`src/sv/assert_macros.svh`:
```
// Assertion macros shared by the rational arithmetic block.
// Included by modules that check their own control logic.
`ifndef ASSERT_MACROS_SVH
`define ASSERT_MACROS_SVH
`ifndef SYNTHESIS
`define ASSERT_IMPL(label, clk, rst_n, a, c) \
  label: assert property (@(posedge clk) disable iff (!rst_n) (a) |-> (c)) \
    else $error("assertion failed");
`define ASSERT_NEXT(label, clk, rst_n, a, c) \
  label: assert property (@(posedge clk) disable iff (!rst_n) (a) |=> (c)) \
    else $error("assertion failed");
`else
`define ASSERT_IMPL(label, clk, rst_n, a, c)
`define ASSERT_NEXT(label, clk, rst_n, a, c)
`endif
`endif

```
`src/sv/rar_pkg.sv`:
```
// Types and command codes for the rational arithmetic block.
// Used by the front end, the reduction unit and the top level.
package rar_pkg;
  localparam logic [2:0] CMD_ADD = 3'd0;
  localparam logic [2:0] CMD_SUB = 3'd1;
  localparam logic [2:0] CMD_MUL = 3'd2;
  localparam logic [2:0] CMD_INC = 3'd3;
  localparam logic [2:0] CMD_DEC = 3'd4;
  localparam logic [2:0] CMD_RED = 3'd5;
  localparam int MAG_W = 65;
  typedef struct packed {
    logic          num_neg;
    logic          den_neg;
    logic          err;
    logic [MAG_W-1:0] num_mag;
    logic [MAG_W-1:0] den_mag;
  } job_t;
endpackage

```
`src/sv/rar_front.sv`:
```
// Front end: classifies the command, forms products and sums in sign/magnitude.
// Depends on rar_pkg. Runs a short sequence per item and hands a job_t on.
module rar_front import rar_pkg::*; #(
  parameter int OW = 16
) (
  input  logic          clk,
  input  logic          rst_n,
  input  logic          in_valid,
  output logic          in_ready,
  input  logic [2:0]    cmd,
  input  logic [OW-1:0] ln,
  input  logic [OW-1:0] ld,
  input  logic [OW-1:0] rn,
  input  logic [OW-1:0] rd,
  output logic          job_valid,
  input  logic          job_ready,
  output job_t          job
);
  localparam int PW = 2 * OW;
  localparam logic [1:0] S_IDLE = 2'd0;
  localparam logic [1:0] S_MUL = 2'd1;
  localparam logic [1:0] S_SUM = 2'd2;
  localparam logic [1:0] S_OUT = 2'd3;
  logic [1:0] st_r, st_nxt;
  logic [2:0] cmd_r;
  logic [OW-1:0] lnm_r, ldm_r, rnm_r, rdm_r;
  logic lns_r, lds_r, rns_r, rds_r, err_r;
  logic [PW-1:0] p0_r, p1_r, p2_r;
  logic s0_r, s1_r, s2_r;
  job_t job_r;

  function automatic logic [OW-1:0] mag(input logic [OW-1:0] x);
    mag = x[OW-1] ? (~x + 1'b1) : x;
  endfunction

  logic bin;
  assign bin = (cmd_r == CMD_ADD) || (cmd_r == CMD_SUB) || (cmd_r == CMD_MUL);
  assign in_ready = (st_r == S_IDLE);
  assign job_valid = (st_r == S_OUT);
  assign job = job_r;

  logic [PW:0] am, bm, sm;
  logic as, bs, ss;
  always_comb begin
    am = {1'b0, p0_r};
    as = s0_r;
    bm = {1'b0, p1_r};
    bs = s1_r;
    if (cmd_r == CMD_SUB) bs = !s1_r;
    if (as == bs) begin
      sm = am + bm;
      ss = as;
    end else if (am >= bm) begin
      sm = am - bm;
      ss = as;
    end else begin
      sm = bm - am;
      ss = bs;
    end
    if (sm == '0) ss = 1'b0;
  end

  always_comb begin
    st_nxt = st_r;
    case (st_r)
      S_IDLE: if (in_valid) st_nxt = S_MUL;
      S_MUL: st_nxt = S_SUM;
      S_SUM: st_nxt = S_OUT;
      S_OUT: if (job_ready) st_nxt = S_IDLE;
      default: st_nxt = S_IDLE;
    endcase
  end

  always_ff @(posedge clk) begin
    if (!rst_n) st_r <= S_IDLE;
    else st_r <= st_nxt;
    case (st_r)
      S_IDLE: begin
        cmd_r <= cmd;
        lnm_r <= mag(ln); lns_r <= ln[OW-1];
        ldm_r <= mag(ld); lds_r <= ld[OW-1];
        rnm_r <= mag(rn); rns_r <= rn[OW-1];
        rdm_r <= mag(rd); rds_r <= rd[OW-1];
      end
      S_MUL: begin
        err_r <= (ldm_r == '0) || (bin && rdm_r == '0);
        case (cmd_r)
          CMD_ADD, CMD_SUB: begin
            p0_r <= PW'(lnm_r) * PW'(rdm_r); s0_r <= lns_r ^ rds_r;
            p1_r <= PW'(rnm_r) * PW'(ldm_r); s1_r <= rns_r ^ lds_r;
          end
          CMD_MUL: begin
            p0_r <= PW'(lnm_r) * PW'(rnm_r); s0_r <= lns_r ^ rns_r;
            p1_r <= '0; s1_r <= 1'b0;
          end
          CMD_INC: begin
            p0_r <= PW'(lnm_r); s0_r <= lns_r;
            p1_r <= PW'(ldm_r); s1_r <= lds_r;
          end
          CMD_DEC: begin
            p0_r <= PW'(lnm_r); s0_r <= lns_r;
            p1_r <= PW'(ldm_r); s1_r <= !lds_r;
          end
          default: begin
            p0_r <= PW'(lnm_r); s0_r <= lns_r;
            p1_r <= '0; s1_r <= 1'b0;
          end
        endcase
        if (bin) begin
          p2_r <= PW'(ldm_r) * PW'(rdm_r); s2_r <= lds_r ^ rds_r;
        end else begin
          p2_r <= PW'(ldm_r); s2_r <= lds_r;
        end
      end
      S_SUM: begin
        job_r.err <= err_r;
        job_r.num_mag <= MAG_W'(sm);
        job_r.num_neg <= ss && (sm != '0);
        job_r.den_mag <= MAG_W'(p2_r);
        job_r.den_neg <= s2_r && (p2_r != '0);
      end
      default: ;
    endcase
  end
endmodule

```
`src/sv/rar_fifo.sv`:
```
// Two-entry queue of job_t between the front end and the reduction unit.
// Depends on rar_pkg.
module rar_fifo import rar_pkg::*; (
  input  logic clk,
  input  logic rst_n,
  input  logic wr_valid,
  output logic wr_ready,
  input  job_t wr_data,
  output logic rd_valid,
  input  logic rd_ready,
  output job_t rd_data
);
  `include "assert_macros.svh"
  job_t mem_r [2];
  logic wp_r, rp_r;
  logic [1:0] cnt_r;
  logic wr, rd;
  assign wr_ready = (cnt_r != 2'd2);
  assign rd_valid = (cnt_r != 2'd0);
  assign wr = wr_valid && wr_ready;
  assign rd = rd_valid && rd_ready;
  assign rd_data = mem_r[rp_r];
  always_ff @(posedge clk) begin
    if (wr) mem_r[wp_r] <= wr_data;
    if (!rst_n) begin
      wp_r <= 1'b0; rp_r <= 1'b0; cnt_r <= 2'd0;
    end else begin
      if (wr) wp_r <= !wp_r;
      if (rd) rp_r <= !rp_r;
      cnt_r <= cnt_r + {1'b0, wr} - {1'b0, rd};
    end
  end
  `ASSERT_IMPL(a_cnt_range, clk, rst_n, 1'b1, cnt_r != 2'd3)
  `ASSERT_IMPL(a_ptr_full, clk, rst_n, cnt_r == 2'd2 || cnt_r == 2'd0, wp_r == rp_r)
  `ASSERT_IMPL(a_ptr_one, clk, rst_n, cnt_r == 2'd1, wp_r != rp_r)
endmodule

```
`src/sv/rar_reduce.sv`:
```
// Reduction unit: binary GCD of the magnitudes, then two restoring divisions.
// Depends on rar_pkg. Holds the result in an output register.
module rar_reduce import rar_pkg::*; (
  input  logic              clk,
  input  logic              rst_n,
  input  logic              job_valid,
  output logic              job_ready,
  input  job_t              job,
  output logic              out_valid,
  input  logic              out_ready,
  output logic [32:0]       out_num,
  output logic [31:0]       out_den,
  output logic              out_err
);
  `include "assert_macros.svh"
  localparam int CW = $clog2(MAG_W + 1);
  localparam logic [2:0] S_IDLE = 3'd0;
  localparam logic [2:0] S_GCD = 3'd1;
  localparam logic [2:0] S_DIVN = 3'd2;
  localparam logic [2:0] S_DIVD = 3'd3;
  localparam logic [2:0] S_OUT = 3'd4;
  logic [2:0] st_r;
  job_t j_r;
  logic [MAG_W-1:0] a_r, b_r, g_r, q_r, rem_r;
  logic [CW-1:0] k_r, bit_r;
  logic [MAG_W-1:0] qn_r;
  logic [32:0] onum_r;
  logic [31:0] oden_r;
  logic oerr_r;

  assign job_ready = (st_r == S_IDLE);
  assign out_valid = (st_r == S_OUT);
  assign out_num = onum_r;
  assign out_den = oden_r;
  assign out_err = oerr_r;

  logic [MAG_W:0] trial;
  assign trial = {rem_r, (st_r == S_DIVN) ? j_r.num_mag[bit_r[CW-1:0]]
                                          : j_r.den_mag[bit_r[CW-1:0]]} - {1'b0, g_r};

  always_ff @(posedge clk) begin
    if (!rst_n) begin
      st_r <= S_IDLE;
    end else begin
      case (st_r)
        S_IDLE: if (job_valid) begin
          j_r <= job;
          a_r <= job.num_mag;
          b_r <= job.den_mag;
          k_r <= '0;
          st_r <= job.err ? S_OUT : S_GCD;
          onum_r <= '0; oden_r <= '0; oerr_r <= job.err;
        end
        S_GCD: begin
          if (a_r == '0 || b_r == '0 || a_r == b_r) begin
            g_r <= ((a_r == '0) ? b_r : a_r) << k_r;
            rem_r <= '0; q_r <= '0;
            bit_r <= CW'(MAG_W - 1);
            st_r <= S_DIVN;
          end else if (!a_r[0] && !b_r[0]) begin
            a_r <= a_r >> 1; b_r <= b_r >> 1; k_r <= k_r + 1'b1;
          end else if (!a_r[0]) a_r <= a_r >> 1;
          else if (!b_r[0]) b_r <= b_r >> 1;
          else if (a_r > b_r) a_r <= (a_r - b_r) >> 1;
          else b_r <= (b_r - a_r) >> 1;
        end
        S_DIVN, S_DIVD: begin
          if (bit_r == '0) begin
            rem_r <= '0;
            bit_r <= CW'(MAG_W - 1);
            if (st_r == S_DIVN) begin
              qn_r <= {q_r[MAG_W-2:0], !trial[MAG_W]};
              q_r <= '0;
              st_r <= S_DIVD;
            end else begin
              onum_r <= j_r.num_neg ? 33'(~qn_r + 1'b1) : qn_r[32:0];
              oden_r <= j_r.den_neg ? 32'(~{q_r[MAG_W-2:0], !trial[MAG_W]} + 1'b1)
                                    : 32'({q_r[MAG_W-2:0], !trial[MAG_W]});
              st_r <= S_OUT;
            end
          end else begin
            if (!trial[MAG_W]) rem_r <= trial[MAG_W-1:0];
            else rem_r <= {rem_r[MAG_W-2:0], (st_r == S_DIVN) ?
                           j_r.num_mag[bit_r] : j_r.den_mag[bit_r]};
            q_r <= {q_r[MAG_W-2:0], !trial[MAG_W]};
            bit_r <= bit_r - 1'b1;
          end
        end
        S_OUT: if (out_ready) st_r <= S_IDLE;
        default: st_r <= S_IDLE;
      endcase
    end
  end
  `ASSERT_NEXT(a_hold, clk, rst_n, out_valid && !out_ready, out_valid && $stable(onum_r))
  `ASSERT_IMPL(a_err_zero, clk, rst_n, out_valid && out_err, onum_r == '0 && oden_r == '0)
  `ASSERT_IMPL(a_gcd_nz, clk, rst_n, st_r == S_DIVN, g_r != '0)
endmodule

```
`src/sv/rational_arith_reduce.sv`:
```
// Rational arithmetic with GCD reduction on signed fractions.
// Each item passes through the front end and the queue, is loaded into the reducer, and
// then runs binary GCD steps and two restoring divisions before its result is presented.
// A zero denominator skips the reduction and goes from the load straight to the output.
// The single reduction unit sets the rate; the front end can work ahead while the queue has room.
// Synchronous active-low reset clears the state registers and queue pointers; the queue empties.
module rational_arith_reduce import rar_pkg::*; #(
  parameter int OPERAND_WIDTH = 16
) (
  input  logic clk,
  input  logic rst_n,
  input  logic in_tvalid,
  output logic in_tready,
  input  logic [4*OPERAND_WIDTH+7:0] in_tdata,  // cmd, left_num, left_den, right_num, right_den, pad
  output logic out_tvalid,
  input  logic out_tready,
  output logic [71:0] out_tdata  // result_num, result_den, zero_den_error, pad
);
  localparam int OW = OPERAND_WIDTH;
  job_t fj, qj;
  logic fv, fr, qv, qr;
  logic [32:0] rn;
  logic [31:0] rdn;
  logic re;
  rar_front #(.OW(OW)) u_front (
    .clk, .rst_n, .in_valid(in_tvalid), .in_ready(in_tready),
    .cmd(in_tdata[2:0]),
    .ln(in_tdata[3+OW-1:3]), .ld(in_tdata[3+2*OW-1:3+OW]),
    .rn(in_tdata[3+3*OW-1:3+2*OW]), .rd(in_tdata[3+4*OW-1:3+3*OW]),
    .job_valid(fv), .job_ready(fr), .job(fj));
  rar_fifo u_fifo (.clk, .rst_n, .wr_valid(fv), .wr_ready(fr), .wr_data(fj),
    .rd_valid(qv), .rd_ready(qr), .rd_data(qj));
  rar_reduce u_red (.clk, .rst_n, .job_valid(qv), .job_ready(qr), .job(qj),
    .out_valid(out_tvalid), .out_ready(out_tready),
    .out_num(rn), .out_den(rdn), .out_err(re));
  assign out_tdata = {6'd0, re, rdn, rn};
endmodule
```
`config.mk`:
```
export PLATFORM = sky130hd
export DESIGN_NAME = rational_arith_reduce
export DESIGN_NICKNAME = d
export VERILOG_FILES = /design/src/sv/rar_pkg.sv /design/src/sv/rar_front.sv /design/src/sv/rar_fifo.sv /design/src/sv/rar_reduce.sv /design/src/sv/rational_arith_reduce.sv
export VERILOG_INCLUDE_DIRS = /design/src /design/src/sv
export SDC_FILE = /design/constraint.sdc
export NUM_CORES = 2
export LEC_CHECK = 0
export BUFFER_PORTS_ARGS = -buffer_cell sky130_fd_sc_hd__buf_2
export CORE_MARGIN = 8
export CORE_UTILIZATION = 50
export DETAILED_ROUTE_END_ITERATION = 8
export GPL_TIMING_DRIVEN = 0
export PLACE_DENSITY = 0.63
export SETUP_SLACK_MARGIN = 0.02
export SLEW_MARGIN = 20
export SYNTH_ARGS = -nofsm -noshare
export SYNTH_HDL_FRONTEND = slang
export SYNTH_SLANG_ARGS = --single-unit
```
`constraint.sdc`:
```
create_clock -name clk -period 10 [get_ports clk]
set_clock_uncertainty 0.05 [all_clocks]
set_input_delay 2.5 -clock clk [delete_from_list [all_inputs] [get_ports clk]]
set_output_delay 2.5 -clock clk [all_outputs]
set_load 0.05 [all_outputs]
```
Word level (Yosys, flattened, before mapping)
Memory sizes are Yosys's and may differ from the RTL's. A register that Yosys moved wholly into a read port is not among the register bits.
Cells that the tools add are included.

storage, ports and cells
  memories = 1
  input bits = 76
  register bits = 785
  memory bits (writable) = 136
  word-level logic and storage cells = 234

operators by class
  shifts and indexed selects = 1
  add/sub/neg operators = 16
  muxes and demuxes = 74
  $mul = 4
  equal/unequal tests = 28
  reduce and logical (&&, ||, !) cells = 49
  order comparisons = 3
  bitwise logic cells = 10

memory list
  memory        depth  bits a word  read ports  clocked after memory_dff  wr ports  line            source
  u_fifo.mem_r  2      68           1           1                         1         rar_fifo.sv:14  job_t mem_r [2];

operators by type and width
  operator                                                         count
  65-bit two-way mux                                               16
  65-bit one-hot mux with 2 select lines                           3
  32-bit one-hot mux with 2 select lines                           4
  33-bit two-way mux                                               6
  32-bit two-way mux                                               6
  65-bit zero test                                                 2
  65-bit subtractor                                                2
  16-bit by 16-bit multiplier with 32-bit output                   4
  33-bit one-hot mux with 2 select lines                           1
  32-bit by 32-bit subtractor with 33-bit output                   2
  66-bit by 65-bit subtractor with 66-bit output                   1
  65-bit equality test                                             1
  65-bit > comparator                                              1
  65-bit by 7-bit << shifter with 65-bit output                    1
  16-bit by 1-bit adder with 16-bit output, second input constant  4
  16-bit NOT                                                       4
  15-bit two-way mux                                               4
  7-bit two-way mux                                                5
  32-bit by 32-bit adder with 33-bit output                        1
  33-bit by 1-bit adder with 33-bit output, second input constant  1
  33-bit zero test                                                 1
  33-bit NOT                                                       1
  33-bit nonzero test                                              1
  32-bit by 1-bit adder with 32-bit output, second input constant  1
  other kinds (44)                                                 112

Longest topological paths before layout
  depth after elaboration = 11
  mapped depth = 28
  depth with buffers taken out = 27

Modules after synthesis
Synthesis repeated with hierarchy kept, for this count alone.

unflattened totals
  cell total of the unflattened synthesis = 10074
  area total of the unflattened synthesis = 98269.2 sq um

by module, submodules not included
  module                 times used  area an instance (sq um)  cells each
  rar_front              1           48945.7                   5412
  rar_reduce             1           39123.8                   4210
  rar_fifo               1           10143.5                   444
  rational_arith_reduce  1           56.3                      8

Worst setup path before layout
No wires, ideal clock.

  path type = register to register
  start = register u_red.bit_r[0]
  end = register u_red.oden_r[26], in the netlist u_red.out_den[26], data pin
  library setup time = 266 ps
  stages on the path, launching flop included = 27
  period minus slack after synthesis = 6994 ps
  path buffers = 3
  required time = 9684 ps
  data arrival time = 6678 ps
  path slack = 3006 ps
  cells stage by stage = edfxtp_1 -> clkbuf_1 -> mux4_2 -> mux4_2 -> mux2i_1 -> o22ai_1 -> nand3_1 -> ha_1 -> nand2b_1 -> a21oi_1 -> o311ai_0 -> a211oi_1 -> a221oi_1 -> o211ai_1 -> a311o_1 -> a21oi_1 -> o21ai_1 -> xnor2_1 -> clkbuf_1 -> buf_1 -> ha_1 -> nand3_1 -> or3_1 -> nand2b_1 -> o31ai_1 -> xor2_1 -> nor2_1

on the way
  cells in the longest elaborated chain, start to end = 11
  elaborated cells between the ends (all ways) = 13

ends and longest elaborated chain
  what                                                                 line                                source
  from (decl)                                                          rar_reduce.sv:25                    logic [CW-1:0] k_r, bit_r;
  from (signal assigned)                                               rar_reduce.sv:58                    bit_r <= CW'(MAG_W - 1);
  from (signal assigned)                                               rar_reduce.sv:70                    bit_r <= CW'(MAG_W - 1);
  from (signal assigned)                                               rar_reduce.sv:86                    bit_r <= bit_r - 1'b1;
  1-bit binary-select mux with 7-bit select, on equally long branches  rar_reduce.sv:39, rar_reduce.sv:38
  1-bit two-way mux, on equally long branches                          rar_reduce.sv:39, rar_reduce.sv:38
  1-bit two-way mux *                                                  rar_reduce.sv:38                    assign trial = {rem_r, (st_r == S_DIVN) ? j_r.num_mag[bit_r[CW-1:0]]
  66-bit by 65-bit subtractor with 66-bit output *                     rar_reduce.sv:39                    : j_r.den_mag[bit_r[CW-1:0]]} - {1'b0, g_r};
  1-bit zero test *                                                    rar_reduce.sv:77                    oden_r <= j_r.den_neg ? 32'(~{q_r[MAG_W-2:0], !trial[MAG_W]} + 1'b1)
  32-bit NOT *                                                         rar_reduce.sv:77
  32-bit by 1-bit adder with 32-bit output *                           rar_reduce.sv:77
  32-bit two-way mux *                                                 rar_reduce.sv:77
  32-bit two-way mux *                                                 rar_reduce.sv:71                    if (st_r == S_DIVN) begin
  32-bit two-way mux *                                                 rar_reduce.sv:68                    if (bit_r == '0) begin
  32-bit one-hot mux with 2 select lines *                             rar_reduce.sv:45                    case (st_r)
  to (signal assigned)                                                 rar_reduce.sv:77
  to (decl)                                                            rar_reduce.sv:28                    logic [31:0] oden_r;

Every way passes the cells marked *; elsewhere a longest branch is shown, timed or not. The select of a mux whose other input is x is not followed.
A chain may end at the register's enable or synchronous reset.

Final worst setup path
  start = register u_red.bit_r[0]
  end = register u_red.oden_r[28], in the netlist u_red.out_den[28], data pin

Same word-level chain as after synthesis.

==> metrics.txt <==
status=complete, no violations; initial antenna violation count=14; flop-to-flop setup slack=0.32 ns; placer congestion estimate=1.019; Rows=154; CP Class=register to register; RSZ-0062 raised after global routing=no; WP buf/inv=3; share of post-route cells with drive strength above 1=5.547%; die height=436.8 um; r2r startpoint=u_red.bit_r[0]; Worst Hold Depth=0; Mapped Cells=9,319; post-synth cell types=96; Placement Cell Area=92,830 sq um; HP Class=register to register; CORE AREA=176,100 sq um; CP Max Fanout=19; Nets=11,166; Initial DRC Count=6,654; commonest non-fill, non-tap cells in the layout=inv_1 (1,243), nand2_1 (991), edfxtp_1 (845), fa_1 (782), ha_1 (720); IO Pins=150; Tcrit/Tclk final=96.82%; Die Area=190,800 sq um; Slew @ Worst Pin=1.321 ns; worst path arrival time=10.09 ns; Synth Register Bits=855; worst setup margin=0.3175 ns; vias per std cell=5.941; hold_buf cts=0; buffer depth of the longest clock path=3; Final setup viols=0; Slew HR=11.92%; Die X=436.8 um; Area Overhead vs Synth=8.519%; cell area after layout=96,080 sq um; max incr delay on CP=0.59 ns; global route overflow=0; sequential area share after synthesis=28.89%; Sink Count=855; Final min period=9.682 ns; Worst Hold Margin=0.3690 ns; largest cells by area after synthesis=edfxtp_1 (29%), fa_1 (18%), ha_1 (10%); CTS tree=built; CP top delay family=compound AO/OA/AOI/OAI gates; total wire length=311.1 mm; synth warn=0; worst hold start=u_red.q_r[31]; Peak Freq=0.1033 GHz; R2R Path End=u_red.out_den[28]; total CTS buffers=96; Clk pin slew, worst setup/hold paths=0.06 ns; Hold Vio Cnt, Final=0; Synth async-reset ratio=0%; DRC Markers=0; Root Driver=clkbuf_16; Syn Area/Cell=9.500 sq um; worst skew pair latency=0.77 ns; post-synthesis instance area=88,530 sq um; Util after Layout=54.55%; most common cell after layout, fill and taps aside=inv_1; Yosys top cell area share=28.66%; htree depth=3; Via Count=71,363; biggest area consumer among synthesized cells=edfxtp_1; worst endpoint required time=10.40 ns; Hold EP=u_red.qn_r[32]; worst-case reg-to-reg path depth=26; DP HPWL=253.2 mm; Worst Setup Start Kind=register; maxcap violations=0; Critical path origin=u_red.bit_r[0]; Worst path slowest cell=mux4_2; Place WS=-2.393 ns; First-pass DRT Iterations=6; EDFF count, synth=845; GRT Total Usage=31.77%; routed len/inst=25.90 um; Initial Util=50.27%; I/O Buffers=138; dominant synthesized flop cell=edfxtp_1; vias in the first global route=72,472; crit end category=register; Pins Over Slew Limit=0; largest net degree at the start of global routing=58; global-route wire length before repair=460.9 mm; antenna-violating nets left=0
## how the worst max path moves through the flow
stage                              to  slack [ns]  cells after the start
floorplan           u_red.out_den[26]        3.01                     26
global placement    u_red.out_den[28]       -3.19                     27
detailed placement  u_red.out_den[28]       -2.39                     28
CTS                 u_red.out_den[28]        0.18                     26
global route        u_red.out_den[28]        0.05                     26
finish              u_red.out_den[28]        0.32                     26
## cell usage after synthesis, types with 11 or more instances
master and number:
inv_1 1243, nand2_1 991, edfxtp_1 845, fa_1 782
ha_1 723, a21oi_1 578, and2_1 540, nor2_1 506
clkbuf_1 456, o21ai_0 312, xnor2_1 256, mux2i_1 242
a21o_1 184, xor2_1 183, nand3_1 102, nand2b_1 86
nor3_1 86, a211oi_1 81, mux2_2 75, nor2b_1 73
nand4_1 70, o31ai_1 69, nor4_1 67, o21bai_1 58
a31oi_1 57, o22ai_1 50, a22o_1 44, o21a_1 42
or3_1 35, and3_1 34, buf_1 34, o41ai_1 34
a221oi_1 29, a21boi_0 27, or4_1 26, or2_2 22
mux4_2 21, o211ai_1 19, buf_4 17, a2111oi_0 15
buf_2 13, o31a_1 12, nand3b_1 11
## cells by family after synthesis
family / Yosys count / share of synthesized area, %
and+or+nand+nor: 2688 / 14.67
buffers and inverters: 1768 / 7.586
AOI/OAI and AO/OA: 1723 / 12.36
adders and majority gates: 1505 / 27.90
DFF: 855 / 28.89
xor gates and xnor gates: 439 / 4.343
muxes: 340 / 4.250
other: 1 / 0.004236
## layout make-up
cell class	instances	area, sq um
Clock buffer	103	2450
Tap cell	2340	2928
Buffer	518	2056
Sequential cell	855	25570
Clock inverter	73	706.9
Fill cell	16075	80040
Inverter	1248	4684
Multi-Input combinational cell	6701	56410
Timing Repair Buffer	165	1250
Antenna cell	8	20.02
## state kept, by name (all words and copies together) (netlist names), 32 cells and up, named ones only
signal and count:
u_front.job 68, u_red.g_r 65, u_red.a_r 64, u_red.b_r 64
u_red.out_den 32, u_red.q_r 32, u_red.qn_r 33, u_red.out_num 33
u_fifo.mem_r 136, u_front.p1_r 32, u_red.j_r 67, u_red.rem_r 65
u_front.p0_r 32, u_front.p2_r 32
## routing by layer
layer	up-vias	global-route usage (%)	routed length (um)
met5	-	0	78
met4	10	20.28	24810
met3	859	4.891	21940
met2	3157	53.19	146700
met1	35420	38.32	117600
li1	31917	-	-
## stage by stage
step,std cells,setup TNS (ns)
final,12011,0
after global routing,12003,0
after CTS,12002,0
after detailed placement,11826,-58.60
after global placement,11802,-147.90
after floorplan,9324,0
## what timing repair did
| item | CTS | global route |
|---|---|---|
| buffers inserted | 2 | 0 |
| gates resized for setup | 6 | 2 |
| endpoints found under the setup margin | 95 | 4 |
Power is left out: the tool's default activity adds up to more than one toggle a clock period on the data nets, which glitch-free logic cannot reach.
